File: config.mk
export PLATFORM = sky130hd
export DESIGN_NAME = command_frame_crc8_codec
export DESIGN_NICKNAME = d
export VERILOG_FILES = /design/src/rtl/cfcc_pkg.sv /design/src/rtl/command_frame_crc8_codec.sv /design/src/rtl/cfcc_crc.sv /design/src/rtl/cfcc_frame.sv /design/src/rtl/cfcc_regs.sv
export SDC_FILE = /design/constraint.sdc
export NUM_CORES = 1
export LEC_CHECK = 0
export BUFFER_PORTS_ARGS = -buffer_cell sky130_fd_sc_hd__buf_4
export CORE_MARGIN = 1.5
export CORE_UTILIZATION = 35
export DETAILED_ROUTE_END_ITERATION = 10
export PLACE_DENSITY = 0.66
export SKIP_CTS_REPAIR_TIMING = 1
export SYNTH_ARGS = -nofsm -noshare
export SYNTH_HDL_FRONTEND = slang
export SYNTH_HIERARCHICAL = 1
export SYNTH_SLANG_ARGS = --single-unit
File: constraint.sdc
create_clock -name clk -period 6.6 [get_ports clk]
set_input_delay 0.99 -clock clk [delete_from_list [all_inputs] [get_ports clk]]
set_output_delay 0.99 -clock clk [all_outputs]
set_load 0.03 [all_outputs]
File: src/rtl/cfcc_pkg.sv
`timescale 1ns / 1ps
`default_nettype none
// ----------------------------------------------------------------------------
// cfcc_pkg
// Types, constants and the byte-wise CRC step shared by the frame codec.
// ----------------------------------------------------------------------------
package cfcc_pkg;

  localparam logic [7:0] CRC_START = 8'h82;
  localparam logic [7:0] CRC_POLY  = 8'h8C;

  localparam int FRAME_BYTES = 4;

  localparam int ADDR_W = 2;
  localparam logic [ADDR_W-1:0] REG_DEVICE_ADDRESS = 2'd0;

  localparam logic MODE_BUILD = 1'b0;
  localparam logic MODE_CHECK = 1'b1;

  typedef struct packed {
    logic        mode;
    logic [7:0]  command_code;
    logic [15:0] command_value;
    logic [7:0]  resp_byte0;
    logic [7:0]  resp_byte1;
    logic [7:0]  resp_crc;
  } in_item_t;

  typedef struct packed {
    logic [7:0]  frame_byte0;
    logic [7:0]  frame_byte1;
    logic [7:0]  frame_byte2;
    logic [7:0]  frame_crc;
    logic [15:0] read_value;
    logic        read_ok;
  } out_item_t;

  typedef logic [FRAME_BYTES-1:0][7:0] crc_msg_t;

  function automatic logic [7:0] crc8_byte(input logic [7:0] crc, input logic [7:0] data);
    logic [7:0] c;
    c = crc ^ data;
    for (int k = 0; k < 8; k++) begin
      c = c[0] ? ((c >> 1) ^ CRC_POLY) : (c >> 1);
    end
    return c;
  endfunction

endpackage
`default_nettype wire

File: src/rtl/command_frame_crc8_codec.sv
`timescale 1ns / 1ps
`default_nettype none
// ----------------------------------------------------------------------------
// command_frame_crc8_codec
// Builds CRC-8 protected command frames and checks response frames.
//
//   Channel   Direction  Handshake              Payload
//   in        in         in_valid / in_stall    in_item_t
//   out       out        out_valid / out_stall  out_item_t
//   config    in         APB-style, pready = 1  device_address at byte 0
//
// Each beat passes through an input register and then a result register,
// which drives the output. One beat is taken every cycle while the output
// is not stalled; the throughput is set by the single CRC network between
// the two registers. Reset clears both valid flags and the device address.
// A stalled output holds its beat, and the input stalls only once both
// registers are full.
// ----------------------------------------------------------------------------
module command_frame_crc8_codec
  import cfcc_pkg::*;
(
  input  logic              clk,
  input  logic              rst,
  input  logic              in_valid,
  output logic              in_stall,
  input  in_item_t          in_data,
  output logic              out_valid,
  input  logic              out_stall,
  output out_item_t         out_data,
  input  logic              psel,
  input  logic              penable,
  input  logic              pwrite,
  input  logic [ADDR_W-1:0] paddr,
  input  logic [31:0]       pwdata,
  output logic [31:0]       prdata,
  output logic              pready
);

  logic       [7:0] device_address;
  in_item_t         item;
  logic             item_valid;
  out_item_t        result_next;
  logic             out_load;
  logic             in_take;

  cfcc_regs u_regs (
    .clk            (clk),
    .rst            (rst),
    .psel           (psel),
    .penable        (penable),
    .pwrite         (pwrite),
    .paddr          (paddr),
    .pwdata         (pwdata),
    .prdata         (prdata),
    .pready         (pready),
    .device_address (device_address)
  );

  cfcc_frame u_frame (
    .item           (item),
    .device_address (device_address),
    .result         (result_next)
  );

  assign out_load = item_valid && (!out_valid || !out_stall);
  assign in_stall = item_valid && !out_load;
  assign in_take  = in_valid && !in_stall;

  always_ff @(posedge clk) begin
    if (rst) begin
      item_valid <= 1'b0;
    end else if (in_take) begin
      item_valid <= 1'b1;
    end else if (out_load) begin
      item_valid <= 1'b0;
    end
  end

  always_ff @(posedge clk) begin
    if (in_take) begin
      item <= in_data;
    end
  end

  always_ff @(posedge clk) begin
    if (rst) begin
      out_valid <= 1'b0;
    end else if (out_load) begin
      out_valid <= 1'b1;
    end else if (!out_stall) begin
      out_valid <= 1'b0;
    end
  end

  always_ff @(posedge clk) begin
    if (out_load) begin
      out_data <= result_next;
    end
  end

  a_take_fills_input: assert property (@(posedge clk) disable iff (rst)
    in_take |=> item_valid)
    else $error("accepted beat did not reach the input register");

  a_load_fills_output: assert property (@(posedge clk) disable iff (rst)
    out_load |=> out_valid)
    else $error("result register not filled after a load");

  a_check_clears_frame: assert property (@(posedge clk) disable iff (rst)
    out_valid && out_data.read_ok |-> out_data.frame_crc == 8'd0 && out_data.frame_byte0 == 8'd0)
    else $error("check result carries frame bytes");

  a_fail_clears_value: assert property (@(posedge clk) disable iff (rst)
    out_valid && !out_data.read_ok |-> out_data.read_value == 16'd0)
    else $error("failed or build result carries a read value");

  a_address_written: assert property (@(posedge clk) disable iff (rst)
    psel && penable && pwrite && paddr == REG_DEVICE_ADDRESS
      |=> device_address == $past(pwdata[7:0]))
    else $error("device address write lost");

endmodule
`default_nettype wire

File: src/rtl/cfcc_crc.sv
`timescale 1ns / 1ps
`default_nettype none
// ----------------------------------------------------------------------------
// cfcc_crc
// Reflected CRC-8 over a four-byte message, byte zero first.
// ----------------------------------------------------------------------------
module cfcc_crc
  import cfcc_pkg::*;
(
  input  crc_msg_t   msg,
  output logic [7:0] crc
);

  logic [FRAME_BYTES:0][7:0] acc;

  assign acc[0] = CRC_START;

  for (genvar i = 0; i < FRAME_BYTES; i++) begin : g_byte
    assign acc[i+1] = crc8_byte(acc[i], msg[i]);
  end

  assign crc = acc[FRAME_BYTES];

endmodule
`default_nettype wire

File: src/rtl/cfcc_frame.sv
`timescale 1ns / 1ps
`default_nettype none
// ----------------------------------------------------------------------------
// cfcc_frame
// Builds a command frame or checks a response, sharing one CRC network.
// ----------------------------------------------------------------------------
module cfcc_frame
  import cfcc_pkg::*;
(
  input  in_item_t   item,
  input  logic [7:0] device_address,
  output out_item_t  result
);

  crc_msg_t   msg;
  logic [7:0] crc;

  always_comb begin
    msg[0] = device_address;
    if (item.mode == MODE_CHECK) begin
      msg[1] = item.resp_byte0;
      msg[2] = item.resp_byte1;
      msg[3] = item.resp_crc;
    end else begin
      msg[1] = item.command_code;
      msg[2] = item.command_value[7:0];
      msg[3] = item.command_value[15:8];
    end
  end

  cfcc_crc u_crc (
    .msg (msg),
    .crc (crc)
  );

  always_comb begin
    result = '0;
    if (item.mode == MODE_BUILD) begin
      result.frame_byte0 = item.command_code;
      result.frame_byte1 = item.command_value[7:0];
      result.frame_byte2 = item.command_value[15:8];
      result.frame_crc   = crc;
    end else if (crc == 8'd0) begin
      result.read_value = {item.resp_byte1, item.resp_byte0};
      result.read_ok    = 1'b1;
    end
  end

endmodule
`default_nettype wire

File: src/rtl/cfcc_regs.sv
`timescale 1ns / 1ps
`default_nettype none
// ----------------------------------------------------------------------------
// cfcc_regs
// APB-style register file holding the partner device address.
// ----------------------------------------------------------------------------
module cfcc_regs
  import cfcc_pkg::*;
(
  input  logic              clk,
  input  logic              rst,
  input  logic              psel,
  input  logic              penable,
  input  logic              pwrite,
  input  logic [ADDR_W-1:0] paddr,
  input  logic [31:0]       pwdata,
  output logic [31:0]       prdata,
  output logic              pready,
  output logic [7:0]        device_address
);

  logic wr_en;

  assign pready = 1'b1;
  assign wr_en  = psel && penable && pwrite && (paddr == REG_DEVICE_ADDRESS);

  always_ff @(posedge clk) begin
    if (rst) begin
      device_address <= 8'd0;
    end else if (wr_en) begin
      device_address <= pwdata[7:0];
    end
  end

  always_comb begin
    prdata = 32'd0;
    if (paddr == REG_DEVICE_ADDRESS) begin
      prdata = {24'd0, device_address};
    end
  end

endmodule
`default_nettype wire

==> summary.md <==
| Metric | Value |
|---|---|
| Depth of the most critical reg-to-reg path | 12 |
| Area growth from synthesis to final layout | 24.6% |
| Largest driver fanout on the critical path | 35 |
| Library cell with the largest summed area after synthesis | sky130_fd_sc_hd__edfxtp_1 |
| Final wirelength | 10300 µm |
| Via count | roughly 2.9k |
| H-tree levels | 3 |
| Total of fill cells in the finished design | between 1k and 1.5k |
| Standard-cell rows | 44 |
| Count of mapped cells out of synthesis | roughly 350 |
| Main area contributors after synthesis | sky130_fd_sc_hd__edfxtp_1 (56%), sky130_fd_sc_hd__xnor2_1 (6.3%), sky130_fd_sc_hd__xnor3_1 (5.5%) |
| Deepest clock path buffer count | 2 |
| Vias in the first global route | 2873 |
| Slew at the pin closest to its max-slew limit | ~890 ps |
| Clock transition at the register clock pins on the worst setup and hold paths after CTS | around 70 ps |
| Post-layout instance count excluding filler cells | ~670 |
| Most common cell after layout, fill and taps aside | sky130_fd_sc_hd__buf_4 |
| Leak | about 0.0027 µW |
| Switching power summed over all nets | 781 µW |
| Fmax | around 210 MHz |
| CTS sink cnt | 108 |
| Required time of the worst setup path | 6780 ps |
| Worst slew margin relative to its limit | 0.408 |
| Final weighted congestion in routability-driven placement | ~0.82 |
| Die area | 0.0158 mm² |
| Wire length of the first global-routing pass | 15800 µm |
| Chip width | about 130 µm |
| Period Utilization, post-route | 0.708 |
| Total clock buffers created by CTS | 9 |
| Failing checks | DRC |
| Post-synthesis sequential element count | around 110 |
| VDD IR-drop max | approximately 0.23 mV |
| Setup TNS | 0 ps |
| Proportion of netlist area held by the largest area contributor | 0.557 |
| Data arrival time of the critical path | roughly 4900 ps |
| Clock tree from TritonCTS | done |
| Startpoint types | flip-flop |
| # diodes | 0 |
| Flop-to-flop setup slack | 1930 ps |
| Compound-gate portion of the synthesized area | 0.0197 |
| Largest family of logic cells by synthesized area | XOR/XNOR gates |
| Adder and majority cell fraction of the synthesized area | 0 |
| Start of the worst register-to-register path | item[48]$_DFFE_PP_ |
| Routed via count divided by cell count | 4.35 |
| Sequential element share of the synthesized area | 0.595 |
| Final Skew | about 8.3 ps |
| Hold Path Stages | 2 |
| Multiplexer share of the synthesized area | 0.0152 |
| Number of design rule violations left after detail routing | 1 |
| RSZ-0062 raised after global routing | no |
| DIE HEIGHT | 126 µm |
| Highest-count cells in the layout ignoring fill and taps | sky130_fd_sc_hd__buf_4 (128), sky130_fd_sc_hd__edfxtp_1 (98), sky130_fd_sc_hd__xnor2_1 (38), sky130_fd_sc_hd__nor2b_1 (32), sky130_fd_sc_hd__nand2b_1 (29) |
| Final setup violating endpoints | 0 |
| Combinational share of power | 0.420 |
| Hold violation count in the final report | 0 |
| Pre-Repair DR Iteration Count | 11 |
| RR Endpoint | out_data[3]$_DFFE_PP_ |
| Outcome | finished, violations left |
| Summed instance area of the synthesized netlist | roughly 0.0053 mm² |
| Root buffer cell | sky130_fd_sc_hd__clkbuf_16 |
| Simple logic cell fraction of the synthesized area | 0.130 |
| Violation count after the first detailed-routing iteration | around 160 |
| Core Region | 0.0146 mm² |
| Routed len/inst | 15.5 µm |
| Hold path startpoint | item_valid$_SDFFE_PP0P_ |
| Final slew viol count | 0 |
| Inst Count DP | ~650 |
| Final critical path time including I/O delays and setup | roughly 4700 ps |
| Overflow after GRT | 0 |
| Max capacitance violation total | 0 |
| Number of antenna violations at the first check in global routing | 0 |
| Internal power | ~1500 µW |
| Switching share of power | 0.335 |
| Pin count of the biggest net entering global routing | 50 |
| Fin Hold WS | 509 ps |
| Post-route ant nets | 0 |
| Worst hold-check path type | reg -> reg |
| Yosys synthesis warning count | 6 |
| Clock Latency Late Sink | roughly 350 ps |
| Count of nets after finishing | 566 |
| Kind of end point of the critical path | flip-flop |
| Power density cells | approximately 350 mW/mm² |
| Initial core utilization | 0.361 |
| Share of final-layout standard cells stronger than drive strength 1 | 0.362 |
| Total GRT Usage | 0.135 |
| Mean Syn Cell Area | roughly 15 µm² |
| Sequential fraction of design power | 0.362 |
| Post-DP HPWL | between 7000 and 8000 µm |
| Unique cell type count in the Yosys netlist | 36 |
| Part of the power in the clock network | 0.218 |
| I/O pin cnt | around 170 |
| Total of buffers placed on input and output ports | 124 |
| Min-Delay Endpoint | item_valid$_SDFFE_PP0P_ |
| Worst Path Class, Setup | reg -> reg |
| Xor/xnor share of the synthesized area | 0.184 |
[final cells by class]
class	instances	area [µm²]	area share
Clock buffer	10	229	0.0348
Sequential cell	108	3140	0.478
Inverter	3	11.3	0.00171
Timing Repair Buffer	128	961	0.146
Clock inverter	6	47.5	0.00723
Multi-Input combinational cell	226	1960	0.298
Tap cell	184	230	0.0350
[synthesized netlist by cell type]
master and instances:
sky130_fd_sc_hd__xor3_1 4, sky130_fd_sc_hd__and2_2 8, sky130_fd_sc_hd__dfxtp_1 10, sky130_fd_sc_hd__xnor2_2 1, sky130_fd_sc_hd__buf_12 1, sky130_fd_sc_hd__nand2b_1 29
sky130_fd_sc_hd__a21oi_2 1, sky130_fd_sc_hd__buf_2 2, sky130_fd_sc_hd__or4_4 1, sky130_fd_sc_hd__xor2_4 1, sky130_fd_sc_hd__clkbuf_1 5, sky130_fd_sc_hd__nor3_2 10
sky130_fd_sc_hd__mux2i_1 8, sky130_fd_sc_hd__xor2_1 7, sky130_fd_sc_hd__a21boi_0 1, sky130_fd_sc_hd__edfxtp_1 98, sky130_fd_sc_hd__nand3_2 1, sky130_fd_sc_hd__conb_1 2
sky130_fd_sc_hd__nand2_1 16, sky130_fd_sc_hd__xnor2_4 1, sky130_fd_sc_hd__nor2_1 2, sky130_fd_sc_hd__and4_1 1, sky130_fd_sc_hd__xnor3_1 13, sky130_fd_sc_hd__a21o_1 11
sky130_fd_sc_hd__xnor3_2 4, sky130_fd_sc_hd__buf_4 25, sky130_fd_sc_hd__inv_1 3, sky130_fd_sc_hd__buf_1 1, sky130_fd_sc_hd__xnor2_1 38, sky130_fd_sc_hd__buf_6 3
sky130_fd_sc_hd__nor3_1 7, sky130_fd_sc_hd__nor2_2 1, sky130_fd_sc_hd__xor3_2 1, sky130_fd_sc_hd__or4_1 1, sky130_fd_sc_hd__nor2b_1 32, sky130_fd_sc_hd__a21oi_1 1
[worst max-delay path by stage]
stage	start	end	slack (ps)	cells past startpoint
final	item[48]$_DFFE_PP_	out_data[3]$_DFFE_PP_	1930	12
after global routing	item[48]$_DFFE_PP_	out_data[1]$_DFFE_PP_	1600	12
after CTS	item[48]$_DFFE_PP_	out_data[3]$_DFFE_PP_	1880	12
after detailed placement	item[48]$_DFFE_PP_	out_data[3]$_DFFE_PP_	1860	12
after global placement	item[48]$_DFFE_PP_	out_data[6]$_DFFE_PP_	2050	12
after floorplan	out_stall	out_data[0]$_DFFE_PP_	1490	1
[through the flow]
stage          worst slack, ps  area [µm²]   util  total power (µW)
4_1_cts                   1880        6580  0.449              2360
3_5_place_dp              1860        6300  0.430              1840
5_1_grt                   1600        6580  0.449              2440
6_report                  1930        6580  0.449              2330
2_1_floorplan             1490        5370      -              1710
3_3_place_gp              2050        6300  0.430              1820
[registers in the layout, summed over array words and instances (netlist names)]
| register | flops |
|---|---|
| item | 49 |
| out_data | 49 |
| u_regs/device_address | 8 |
| item_valid | 1 |
| out_valid | 1 |
[logic make-up after synthesis]
logic type	Yosys count
xor+xnor	70
simple gates	109
mux	8
compound gates	14
other cells	2
buf+inv	40
flops	108
[metal layers]
| layer | global-route usage | share of wire |
|---|---|---|
| met3 | 0.0276 | 0.044 |
| met5 | 0 | 0 |
| met2 | 0.233 | 0.51 |
| met4 | 0.0568 | 0.017 |
| met1 | 0.164 | 0.43 |
[power by group through the flow]
stage          Clock [µW]  Combinational, µW  Sequential [µW]
3_5_place_dp            0                981              859
4_1_cts               525                988              844
5_1_grt               547               1050              849
6_report              507                977              843
3_3_place_gp            0                966              857
2_1_floorplan           0                784              929
[critical path, stage by stage, from the launching register on]
cell and delay, ps:
sky130_fd_sc_hd__edfxtp_1 320, sky130_fd_sc_hd__buf_4 350, sky130_fd_sc_hd__buf_4 350, sky130_fd_sc_hd__nor2b_1 100
sky130_fd_sc_hd__nand2b_1 160, sky130_fd_sc_hd__xnor2_1 240, sky130_fd_sc_hd__xnor2_1 230, sky130_fd_sc_hd__xnor3_1 390
sky130_fd_sc_hd__xor2_1 400, sky130_fd_sc_hd__xnor3_1 450, sky130_fd_sc_hd__xnor2_1 170, sky130_fd_sc_hd__or4_1 940
sky130_fd_sc_hd__nor3_1 340
Power figures use the tool's default switching activity.
